$ cat config.mk
export PLATFORM = sky130hd
export DESIGN_NAME = sensor_frame_deframer
export DESIGN_NICKNAME = d
export VERILOG_FILES = /design/src/sv/sfd_pkg.sv /design/src/sv/sfd_front.sv /design/src/sv/sfd_queue.sv /design/src/sv/sfd_back.sv /design/src/sv/sensor_frame_deframer.sv
export SDC_FILE = /design/constraint.sdc
export NUM_CORES = 1
export LEC_CHECK = 0
export ABC_AREA = 1
export BUFFER_PORTS_ARGS = -buffer_cell sky130_fd_sc_hd__buf_2
export CAP_MARGIN = 40
export CORE_ASPECT_RATIO = 0.5
export CORE_MARGIN = 8
export CORE_UTILIZATION = 55
export CTS_BUF_LIST = sky130_fd_sc_hd__clkbuf_4 sky130_fd_sc_hd__clkbuf_8
export DETAILED_ROUTE_END_ITERATION = 16
export HOLD_SLACK_MARGIN = 0.15
export PLACE_DENSITY = 0.74
export SLEW_MARGIN = 20
export SYNTH_ARGS = -nofsm -noshare
export SYNTH_HDL_FRONTEND = slang
export SYNTH_SLANG_ARGS = --single-unit
$ cat constraint.sdc
create_clock -name clk -period 2.3 [get_ports clk]
set_input_delay 0.345 -clock clk [delete_from_list [all_inputs] [get_ports clk]]
set_output_delay 0.345 -clock clk [all_outputs]
set_load 0.03 [all_outputs]
$ cat src/sv/sfd_pkg.sv
// ----------------------------------------------------------------------------
// sfd_pkg
// Shared types and constants for the sensor frame deframer.
// ----------------------------------------------------------------------------
package sfd_pkg;

  localparam int BYTE_W    = 8;
  localparam int LEN_W     = 6;
  localparam int IDX_W     = 5;
  localparam int CFG_IDX_W = 2;
  localparam int TDATA_W   = 32;

  // Configuration register indexes
  localparam logic [CFG_IDX_W-1:0] REG_SYNC_FIRST       = 2'd0;
  localparam logic [CFG_IDX_W-1:0] REG_SYNC_SECOND_DATA = 2'd1;
  localparam logic [CFG_IDX_W-1:0] REG_SYNC_SECOND_ACK  = 2'd2;

  // Reset values of the sync registers
  localparam logic [BYTE_W-1:0] SYNC_FIRST_RST       = 8'h55;
  localparam logic [BYTE_W-1:0] SYNC_SECOND_DATA_RST = 8'h55;
  localparam logic [BYTE_W-1:0] SYNC_SECOND_ACK_RST  = 8'hAF;

  // Parser phases
  typedef enum logic [2:0] {
    PH_SYNC1 = 3'd0,
    PH_SYNC2 = 3'd1,
    PH_ID    = 3'd2,
    PH_LEN   = 3'd3,
    PH_DATA  = 3'd4,
    PH_CHK   = 3'd5
  } phase_t;

  // Emitter states
  typedef enum logic [1:0] {
    B_IDLE  = 2'd0,
    B_FETCH = 2'd1,
    B_SHOW  = 2'd2
  } back_state_t;

  // One checked frame waiting to be emitted
  typedef struct packed {
    logic              is_ack;
    logic [BYTE_W-1:0] msg_id;
    logic [LEN_W-1:0]  len;
  } desc_t;

  // Payload store write request from the parser
  typedef struct packed {
    logic              en;
    logic              bank;
    logic [LEN_W-1:0]  idx;
    logic [BYTE_W-1:0] data;
  } mem_wr_t;

endpackage

$ cat src/sv/sfd_front.sv
// ----------------------------------------------------------------------------
// sfd_front
// Byte parser: sync hunt, header capture, payload store writes, checksum.
// ----------------------------------------------------------------------------
module sfd_front #(
  parameter int MAX_PAYLOAD = 32
) (
  input  logic                                  clk,
  input  logic                                  rst,
  input  logic                                  in_valid,
  output logic                                  in_ready,
  input  logic [sfd_pkg::BYTE_W-1:0]            rx_byte,
  input  logic                                  cfg_valid,
  input  logic [sfd_pkg::CFG_IDX_W-1:0]         cfg_index,
  input  logic [sfd_pkg::BYTE_W-1:0]            cfg_data,
  input  logic                                  q_full,
  input  logic                                  q_wr_slot,
  output logic                                  q_push,
  output sfd_pkg::desc_t                        q_desc,
  output sfd_pkg::mem_wr_t                      mem_wr
);

  sfd_pkg::phase_t               phase, phase_next;
  logic [sfd_pkg::BYTE_W-1:0]    sync_first, sync_second_data, sync_second_ack;
  logic [sfd_pkg::BYTE_W-1:0]    running_sum;
  logic [sfd_pkg::LEN_W-1:0]     byte_count;
  logic [sfd_pkg::LEN_W-1:0]     frame_length;
  logic [sfd_pkg::BYTE_W-1:0]    frame_id;
  logic                          frame_is_ack;
  logic                          take;
  logic                          second_hit;
  logic                          len_ok;
  logic [sfd_pkg::LEN_W-1:0]     count_inc;

  assign in_ready   = !q_full;
  assign take       = in_valid && in_ready;
  assign second_hit = (rx_byte == sync_second_data) || (rx_byte == sync_second_ack);
  assign len_ok     = rx_byte <= sfd_pkg::BYTE_W'(MAX_PAYLOAD);
  assign count_inc  = byte_count + sfd_pkg::LEN_W'(1);

  // Write the sync registers
  always_ff @(posedge clk) begin
    if (rst) begin
      sync_first       <= sfd_pkg::SYNC_FIRST_RST;
      sync_second_data <= sfd_pkg::SYNC_SECOND_DATA_RST;
      sync_second_ack  <= sfd_pkg::SYNC_SECOND_ACK_RST;
    end else if (cfg_valid) begin
      case (cfg_index)
        sfd_pkg::REG_SYNC_FIRST:       sync_first       <= cfg_data;
        sfd_pkg::REG_SYNC_SECOND_DATA: sync_second_data <= cfg_data;
        sfd_pkg::REG_SYNC_SECOND_ACK:  sync_second_ack  <= cfg_data;
        default: ;
      endcase
    end
  end

  // Next phase
  always_comb begin
    phase_next = phase;
    if (take) begin
      case (phase)
        sfd_pkg::PH_SYNC1: begin
          if (rx_byte == sync_first) phase_next = sfd_pkg::PH_SYNC2;
        end
        sfd_pkg::PH_SYNC2: begin
          phase_next = second_hit ? sfd_pkg::PH_ID : sfd_pkg::PH_SYNC1;
        end
        sfd_pkg::PH_ID: phase_next = sfd_pkg::PH_LEN;
        sfd_pkg::PH_LEN: begin
          if (!len_ok)               phase_next = sfd_pkg::PH_SYNC1;
          else if (rx_byte != '0)    phase_next = sfd_pkg::PH_DATA;
          else                       phase_next = sfd_pkg::PH_CHK;
        end
        sfd_pkg::PH_DATA: begin
          if (count_inc >= frame_length) phase_next = sfd_pkg::PH_CHK;
        end
        default: phase_next = sfd_pkg::PH_SYNC1;
      endcase
    end
  end

  // Store writes and descriptor push
  always_comb begin
    mem_wr.en      = take && (phase == sfd_pkg::PH_DATA);
    mem_wr.bank    = q_wr_slot;
    mem_wr.idx     = byte_count;
    mem_wr.data    = rx_byte;
    q_push         = take && (phase == sfd_pkg::PH_CHK) && (running_sum == rx_byte);
    q_desc.is_ack  = frame_is_ack;
    q_desc.msg_id  = frame_id;
    q_desc.len     = frame_length;
  end

  // Advance the phase
  always_ff @(posedge clk) begin
    if (rst) phase <= sfd_pkg::PH_SYNC1;
    else     phase <= phase_next;
  end

  // Track header fields, byte count and running sum
  always_ff @(posedge clk) begin
    if (rst) begin
      running_sum  <= '0;
      byte_count   <= '0;
      frame_length <= '0;
      frame_id     <= '0;
      frame_is_ack <= 1'b0;
    end else if (take) begin
      case (phase)
        sfd_pkg::PH_SYNC1: running_sum <= rx_byte;
        sfd_pkg::PH_SYNC2: begin
          running_sum <= running_sum + rx_byte;
          if (second_hit) frame_is_ack <= (rx_byte != sync_second_data);
        end
        sfd_pkg::PH_ID: begin
          running_sum <= running_sum + rx_byte;
          frame_id    <= rx_byte;
        end
        sfd_pkg::PH_LEN: begin
          if (len_ok) begin
            running_sum  <= running_sum + rx_byte;
            frame_length <= rx_byte[sfd_pkg::LEN_W-1:0];
            byte_count   <= '0;
          end
        end
        sfd_pkg::PH_DATA: begin
          running_sum <= running_sum + rx_byte;
          byte_count  <= count_inc;
        end
        default: ;
      endcase
    end
  end

endmodule

$ cat src/sv/sfd_queue.sv
// ----------------------------------------------------------------------------
// sfd_queue
// Two-entry queue of checked frame descriptors; slot number picks the bank.
// ----------------------------------------------------------------------------
module sfd_queue (
  input  logic            clk,
  input  logic            rst,
  input  logic            push,
  input  sfd_pkg::desc_t  push_desc,
  input  logic            pop,
  output logic            full,
  output logic            head_valid,
  output sfd_pkg::desc_t  head_desc,
  output logic            head_slot,
  output logic            wr_slot
);

  sfd_pkg::desc_t entry [2];
  logic           wr_ptr, rd_ptr;
  logic [1:0]     count;

  assign full       = count == 2'd2;
  assign head_valid = count != 2'd0;
  assign head_desc  = entry[rd_ptr];
  assign head_slot  = rd_ptr;
  assign wr_slot    = wr_ptr;

  // Hold descriptors
  always_ff @(posedge clk) begin
    if (push && !full) entry[wr_ptr] <= push_desc;
  end

  // Advance pointers and occupancy
  always_ff @(posedge clk) begin
    if (rst) begin
      wr_ptr <= 1'b0;
      rd_ptr <= 1'b0;
      count  <= 2'd0;
    end else begin
      if (push && !full)      wr_ptr <= !wr_ptr;
      if (pop && head_valid)  rd_ptr <= !rd_ptr;
      case ({push && !full, pop && head_valid})
        2'b10:   count <= count + 2'd1;
        2'b01:   count <= count - 2'd1;
        default: count <= count;
      endcase
    end
  end

endmodule

$ cat src/sv/sfd_back.sv
// ----------------------------------------------------------------------------
// sfd_back
// Payload store and emitter: reads each stored byte and presents a result.
// ----------------------------------------------------------------------------
module sfd_back #(
  parameter int MAX_PAYLOAD = 32
) (
  input  logic                             clk,
  input  logic                             rst,
  input  sfd_pkg::mem_wr_t                 mem_wr,
  input  logic                             head_valid,
  input  sfd_pkg::desc_t                   head_desc,
  input  logic                             head_slot,
  output logic                             pop,
  output logic                             out_valid,
  input  logic                             out_ready,
  output logic                             is_ack,
  output logic [sfd_pkg::BYTE_W-1:0]       msg_id,
  output logic [sfd_pkg::LEN_W-1:0]        payload_len,
  output logic [sfd_pkg::IDX_W-1:0]        byte_index,
  output logic [sfd_pkg::BYTE_W-1:0]       payload_byte,
  output logic                             last_of_frame
);

  localparam int IW    = (MAX_PAYLOAD > 1) ? $clog2(MAX_PAYLOAD) : 1;
  localparam int DEPTH = 2 << IW;

  logic [sfd_pkg::BYTE_W-1:0] mem [DEPTH];
  logic [sfd_pkg::BYTE_W-1:0] rd_data;
  logic [IW:0]                rd_addr;
  logic [IW-1:0]              idx, idx_next;
  sfd_pkg::back_state_t       state, state_next;
  logic                       shown;
  logic                       is_last;
  logic                       empty_frame;

  assign rd_addr     = {head_slot, idx};
  assign empty_frame = head_desc.len == '0;
  assign is_last     = empty_frame ||
                       ((sfd_pkg::LEN_W'(idx) + sfd_pkg::LEN_W'(1)) == head_desc.len);
  assign shown       = (state == sfd_pkg::B_SHOW) && out_ready;

  // Payload store: one write port, one registered read port
  always_ff @(posedge clk) begin
    if (mem_wr.en) mem[{mem_wr.bank, mem_wr.idx[IW-1:0]}] <= mem_wr.data;
    rd_data <= mem[rd_addr];
  end

  // Next state and byte position
  always_comb begin
    state_next = state;
    idx_next   = idx;
    case (state)
      sfd_pkg::B_IDLE: begin
        if (head_valid) begin
          state_next = sfd_pkg::B_FETCH;
          idx_next   = '0;
        end
      end
      sfd_pkg::B_FETCH: state_next = sfd_pkg::B_SHOW;
      sfd_pkg::B_SHOW: begin
        if (out_ready) begin
          if (is_last) begin
            state_next = sfd_pkg::B_IDLE;
          end else begin
            state_next = sfd_pkg::B_FETCH;
            idx_next   = idx + IW'(1);
          end
        end
      end
      default: state_next = sfd_pkg::B_IDLE;
    endcase
  end

  // Result fields
  always_comb begin
    out_valid     = state == sfd_pkg::B_SHOW;
    pop           = shown && is_last;
    is_ack        = head_desc.is_ack;
    msg_id        = head_desc.msg_id;
    payload_len   = head_desc.len;
    byte_index    = sfd_pkg::IDX_W'(idx);
    payload_byte  = empty_frame ? '0 : rd_data;
    last_of_frame = is_last;
  end

  // Advance the emitter
  always_ff @(posedge clk) begin
    if (rst) begin
      state <= sfd_pkg::B_IDLE;
      idx   <= '0;
    end else begin
      state <= state_next;
      idx   <= idx_next;
    end
  end

endmodule

$ cat src/sv/sensor_frame_deframer.sv
// ----------------------------------------------------------------------------
// sensor_frame_deframer
// Serial frame parser with sync hunt, length check and 8-bit sum checksum.
// ----------------------------------------------------------------------------
// One received byte is taken per cycle on the slave side whenever the frame
// queue has room; the queue holds two checked frames, each with its own bank
// of the payload store, so the parser only stalls when two whole frames are
// still waiting to be emitted. The emitter presents one payload byte at a
// time: it puts the payload store address out, then shows the registered
// read data until it is taken on the master side, and only then moves on to
// the next byte. An empty frame gives a single result.
// No clearing pass runs after reset.
module sensor_frame_deframer #(
  parameter int MAX_PAYLOAD = 32
) (
  input  logic                                clk,
  input  logic                                rst,
  // Byte input
  input  logic                                s_tvalid,
  output logic                                s_tready,
  input  logic [7:0]                          s_tdata,   // [7:0] rx_byte
  // Result output
  output logic                                m_tvalid,
  input  logic                                m_tready,
  // [7:0] msg_id, [13:8] payload_len, [18:14] byte_index,
  // [26:19] payload_byte, [31:27] zero
  output logic [sfd_pkg::TDATA_W-1:0]         m_tdata,
  output logic                                m_tuser,   // [0] is_ack
  output logic                                m_tlast,
  // Configuration writes
  input  logic                                cfg_valid,
  output logic                                cfg_ready,
  input  logic [sfd_pkg::CFG_IDX_W-1:0]       cfg_index,
  input  logic [sfd_pkg::BYTE_W-1:0]          cfg_data
);

  logic                          q_full, q_push, q_pop, q_head_valid;
  logic                          q_head_slot, q_wr_slot;
  sfd_pkg::desc_t                q_push_desc, q_head_desc;
  sfd_pkg::mem_wr_t              mem_wr;
  logic [sfd_pkg::BYTE_W-1:0]    msg_id, payload_byte;
  logic [sfd_pkg::LEN_W-1:0]     payload_len;
  logic [sfd_pkg::IDX_W-1:0]     byte_index;

  assign cfg_ready = 1'b1;

  sfd_front #(.MAX_PAYLOAD(MAX_PAYLOAD)) u_front (
    .clk       (clk),
    .rst       (rst),
    .in_valid  (s_tvalid),
    .in_ready  (s_tready),
    .rx_byte   (s_tdata),
    .cfg_valid (cfg_valid),
    .cfg_index (cfg_index),
    .cfg_data  (cfg_data),
    .q_full    (q_full),
    .q_wr_slot (q_wr_slot),
    .q_push    (q_push),
    .q_desc    (q_push_desc),
    .mem_wr    (mem_wr)
  );

  sfd_queue u_queue (
    .clk        (clk),
    .rst        (rst),
    .push       (q_push),
    .push_desc  (q_push_desc),
    .pop        (q_pop),
    .full       (q_full),
    .head_valid (q_head_valid),
    .head_desc  (q_head_desc),
    .head_slot  (q_head_slot),
    .wr_slot    (q_wr_slot)
  );

  sfd_back #(.MAX_PAYLOAD(MAX_PAYLOAD)) u_back (
    .clk           (clk),
    .rst           (rst),
    .mem_wr        (mem_wr),
    .head_valid    (q_head_valid),
    .head_desc     (q_head_desc),
    .head_slot     (q_head_slot),
    .pop           (q_pop),
    .out_valid     (m_tvalid),
    .out_ready     (m_tready),
    .is_ack        (m_tuser),
    .msg_id        (msg_id),
    .payload_len   (payload_len),
    .byte_index    (byte_index),
    .payload_byte  (payload_byte),
    .last_of_frame (m_tlast)
  );

  // Pack the result fields
  assign m_tdata = {5'd0, payload_byte, byte_index, payload_len, msg_id};

endmodule

; ---- After elaboration in Yosys (flattened, before gate mapping)
; Memories as Yosys holds them, arrays and structs flattened. A register that Yosys moved wholly into a read port is not among the register bits.
; Index checks and enable logic that the tools add are counted.
[op_classes]
n_addsub = 6
n_lt_le_gt_ge = 2
eq_ne = 24
mux = 26
n_reduce_logical = 35
[op_table]
columns = op, n
row1 = 8-bit equality test, 4
row2 = 8-bit case mux with 3 select lines, 1
row3 = 8-bit 2-to-1 mux, 2
row4 = 5-bit 2-to-1 mux, 3
row5 = 3-bit case mux with 5 select lines, 1
row6 = 3-bit AND reduction, 5
row7 = 6-bit case mux with 2 select lines, 1
row8 = 5-bit case mux with 2 select lines, 1
row9 = 2-bit AND reduction, 5
row10 = 3-bit 2-to-1 mux, 3
row11 = 8-bit adder, 1
row12 = "2-bit equality test, second input constant", 4
row13 = "8-bit by 6-bit <= comparator with 1-bit output, second input constant", 1
row14 = 1-bit logical AND, 8
row15 = 1-bit 2-to-1 mux, 8
row16 = "2-bit by 1-bit != test with 1-bit output, second input constant", 4
row17 = 8-bit != test, 1
row18 = 2-bit nonzero test, 4
row19 = 8-bit nonzero test, 1
row20 = "5-bit by 1-bit adder with 6-bit output, second input constant", 1
row21 = "6-bit by 1-bit adder with 6-bit output, second input constant", 1
row22 = "2-bit by 1-bit equality test with 1-bit output, second input constant", 3
row23 = "3-bit by 2-bit equality test with 1-bit output, second input constant", 2
row24 = "3-bit equality test, second input constant", 2
row25 = 19 further kinds, 26
[word_totals]
reg_bits = 67
ramBits = 542
in_bits = 23
elab_cells = 109
mem_count = 2
[memory_table]
columns = memory, words, word_bits, rd, rd_clocked_by_memory_dff, wr, line
row1 = u_back.mem, 64, 8, 1, 1, 1, sfd_back.sv:28  ; logic [sfd_pkg::BYTE_W-1:0] mem [DEPTH];
row2 = u_queue.entry, 2, 15, 1, 1, 1, sfd_queue.sv:18  ; sfd_pkg::desc_t entry [2];

; ---- Logic depth before layout (Yosys ltp)
[depth]
word_depth = 8
depth_mapped = 15

; ---- Cells and area by module
; Synthesis repeated with hierarchy kept, for this count alone.
[unflattened]
hier_cells = 2343
hier_area_um2 = 26153.8
[modules_own_cells]
columns = module, instances, cells_per_inst, area_per_inst_um2, seq_area_each_um2
row1 = sfd_back, 1, 1782, 21449.3, 15675.0
row2 = sfd_front, 1, 466, 3259.4, 1121.1
row3 = sfd_queue, 1, 87, 1392.6, 1001.0
row4 = sensor_frame_deframer, 1, 8, 52.6, 0.0

; ---- Worst setup path before layout
; Ideal clock, no wire load.
[synth_path]
path_kind = input to register
startpoint = in s_tdata[6]
endpoint = mem u_queue.entry[0][0] (netlist name) (enable)
setup_time_ps = 386
t_arrival_ps = 1832
required_ps = 1914
path_slack_ps = 81
stages = 6
n_path_buf = 0
path_cell_list = ha_1 > inv_1 > nand4_1 > nor3_1 > nand4_1 > nor2_1
[synth_via]
elab_chain_len = 5
[synth_rtl]
columns = element, line
row1 = from (decl), sensor_frame_deframer.sv:21  ; input logic [7:0] s_tdata,
row2 = 8-bit equality test, sfd_front.sv:88  ; q_push = take && (phase == sfd_pkg::PH_CHK) && (running_sum == rx_byte);
row3 = 1-bit logical AND, sfd_front.sv:88
row4 = 1-bit logical AND, sfd_queue.sv:30  ; if (push && !full) entry[wr_ptr] <= push_desc;
row5 = 1-bit 2-to-1 mux, sfd_queue.sv:30
row6 = 1-bit 2-to-1 mux (implied by the code), sfd_queue.sv:30
row7 = to (decl), sfd_queue.sv:18
; Every way passes these cells.

==> results.md <==
- CTS Buffer Depth: 3
- Die area: 54300 µm²
- Routed vias: approximately 18000
- Total GRT Usage: 0.238
- Nets: 2471
- CTS Buf Count: 84
- DR vias/cell: between 5 and 6
- M1 GR Usage: 0.326
- Layout area overhead: 15.8%
- CP Capture Type: output pin
- Failing checks: negative setup slack
- Post-Syn Area per Cell: around 11 µm²
- Final setup skew: around 0.038 ns
- GRT met2 Usage: 0.383
- Max-capacitance violation count: 0
- Count of state elements after synthesis: ~620
- Setup CP Type: reg2out
- Most used routing layer in global routing: met2
- DRC viols: 0
- CP Launch Type: register
- Slew Limit Headroom: 0.436
- Synth unique cells: between 40 and 50
- Rows: 56
- Fraction of layout cells with a size suffix above 1: 0.167
- Max Clk Rate: ~0.4 GHz
- Area of the core: roughly 46000 µm²
- Synth Flop Type: edfxtp_1
- Clk pin slew, worst setup/hold paths: around 0.07 ns
- Number of fillers in the final layout: 3411
- Post-detail-place hpwl: roughly 40000 µm
- Switch Pwr: slightly above 5000 µW
- Switching share of total power: 0.231
- Max Slew Vio Count: 0
- Minimum clock period: about 2.4 ns
- Total negative setup slack: -1.04 ns
- GR Util met3: 0.0520
- Ant diodes: 0
- WP data arrival: roughly 2.1 ns
- Initial Util: 0.553
- Pint: between 15000 and 20000 µW
- Wire per inst: between 20 and 25 µm
- Vias in the first global route: about 18000
- Most common cell after layout, fill and taps aside: edfxtp_1
- Final Hold Viols: 0
- Leak pwr: roughly 0.011 µW
- Clock share of power: 0.378
- Post-Syn Area: ~26000 µm²
- Worst-Margin Slew: about 0.85 ns
- Crit-path slowest cell: dfxtp_4
- Global-route wire length before repair: 101000 µm
- 1st-pass router iterations: 6
- Register area share after synthesis: 0.693
- Chip Width: 322 µm
- Die height: approximately 170 µm
- Final WS setup: -0.140 ns
- Reg2Reg Setup Slack: ~0.08 ns
- Worst Path Required: roughly 2.0 ns
- Critical-path cell list: buf_8 > nand2_1 > nand2_2 > inv_2 > nand4_4 > clkbuf_16 > nand2_4 > inv_2 > buf_6
- Cell mode on critical path: inv_2
- Register area: ~18000 µm²
- Largest net degree at the start of global routing: slightly below 90
- Setup slack at placement: -0.0789 ns
- Final setup viols: 9
- RSZ-0062 raised after global routing: yes
- PwrDens: approximately 760 nW/µm²
- Design area: 29700 µm²
- Post-DRT Antenna Nets: 0
- Logic pwr share: 0.068
- GP Congestion: 0.868
- Worst Hold Class: in2reg
- Commonest non-fill, non-tap cells in the layout: edfxtp_1, nor2_1, o21ai_0
- Gate Count Post-Synth: ~2200
- TritonCTS Sinks: 618
- Clk_lat worst skew: 0.67 ns
- CTS tree: built
- Crit-path max FO: 7
- Area of the multi-input gates: 7110 µm²
- Port bufs: 53
- Maximum vdd drop: 482 µV
- Initial antenna violation count: 4
- Status: complete, but fails checks
- Cell family with most CP delay: buffers and inverters
- Crit path largest cell delay: roughly 0.38 ns
- Synth warnings: 0
- FFs w/ async S/R, synth: 0
- Crit path buf inv count: 5
- Fin crit share: 1.06
- Root Buffer Master: clkbuf_8
- Placement Cell Area: roughly 27000 µm²
- DRT iter0 DRCs: ~2100
- Seq pwr share: 0.554
- Final wirelength: approximately 66000 µm
- GRT overflow: 0
- Number of synthesized flops with an enable pin: 542
- I/O pin cnt: 60
- H-tree depth: 3
==> synth_stat cells (2+ instances only) <==
cell type  count  area (µm²)
o21ai_0      291        1460
inv_2          3        11.3
xor2_1        13         114
buf_1          3        11.3
edfxtp_1     542       16300
buf_4         14         105
nand3_1      110         551
nand2_1      254         953
o21ai_1        6        30.0
conb_1         2        7.51
ha_1          16         200
buf_6          7        78.8
nand3_2       10         100
nor2_1       436        1640
clkinv_1       4        15.0
dfxtp_1       76        1520
a31oi_1        2        12.5
nor3_1         6        30.0
nand4_1       17         106
clkbuf_1      67         251
a21oi_1       40         200
buf_2         44         220
nand2_2        3        18.8
nor4_1         2        12.5
o221ai_1      24         210
xnor2_1       14         123
inv_1         79         297
o22ai_1       64         400
or2_2          2        12.5
o211ai_1      77         578
==> logic make-up (layout without fill, tap and decap cells) <==
kind of cell,after synthesis,count (layout),share of synthesized area
flops,618,618,0.693
compound gates,512,512,0.115
buf+inv,222,468,0.0387
fa+ha+maj,17,17,0.00858
simple gates,844,844,0.135
other cells,2,6,0.000292
xor+xnor,27,27,0.00921
==> tightest hold or removal path: cells and delay by family <==
family / cells / cell delay, ns
AND/OR/NAND/NOR: 2 / 0.14
buffers and inverters: 2 / 0.32
==> metal layers <==
layer | vias to the layer above | wire length [µm]
li1 | 8407 | -
met1 | 8751 | 26700
met4 | 2 | 1760
met2 | 997 | 30200
met3 | 133 | 6860
met5 | - | 9
==> flip-flops by register name, summed over array words and instances, names as in the netlist, 5 cells and up, named ones only <==
| name | cells |
|---|---|
| u_front.sync_second_data | 8 |
| u_front.frame_length | 6 |
| u_front.byte_count | 6 |
| u_front.sync_second_ack | 8 |
| u_back.byte_index | 5 |
| u_front.running_sum | 8 |
| u_front.sync_first | 8 |
| u_queue.entry | 30 |
| u_front.frame_id | 8 |
| u_back.mem | 512 |
| u_back.rd_data | 8 |
==> layout make-up <==
type                    count  area share
clock inverters            28     0.00719
well taps                 638      0.0268
flip-flops and latches    618       0.599
clock buffers             119      0.0494
inverters                  86      0.0112
repair buffers            235      0.0674
multi-input cells        1406       0.239
==> power by group through the flow <==
stage                     clock [µW]  sequential (µW)  combinational, µW
after floorplan                    0            12700                867
after global placement             0            12700               1380
after detailed placement           0            12700               1410
after CTS                       8560            12500               1470
after global routing            9020            12500               1690
final                           8500            12500               1520
==> metrics by stage <==
| step | std cells | hold slack [ns] | total power [µW] | util |
|---|---|---|---|---|
| final | 3130 | 0.190 | 22500 | 0.640 |
| after CTS | 3125 | 0.153 | 22500 | 0.637 |
| after detailed placement | 2955 | 0.434 | 14100 | 0.592 |
| after global routing | 3130 | 0.183 | 23200 | 0.640 |
| after floorplan | 2246 | 0.420 | 13500 | - |
| after global placement | 2955 | 0.429 | 14100 | 0.592 |
==> final timing paths <==
kind,startpoint,end,cells past startpoint
setup / recovery,register,m_tdata[24],9
hold / removal,s_tdata[5],u_front.frame_id[5],4
setup reg to reg,register,u_queue.count[1],15
hold reg to reg,u_front.frame_id[3],u_queue.entry[1][9],0
==> timing repair <==
action,4_1_cts,5_1_grt
setup endpoints to repair,201,221
gates resized for setup,67,24
cloned,1,0
buffers inserted,5,5
hold endpoints to repair,49,0
hold buffers,17,0
pin swaps,6,10
(Power assumes the default switching activity.)
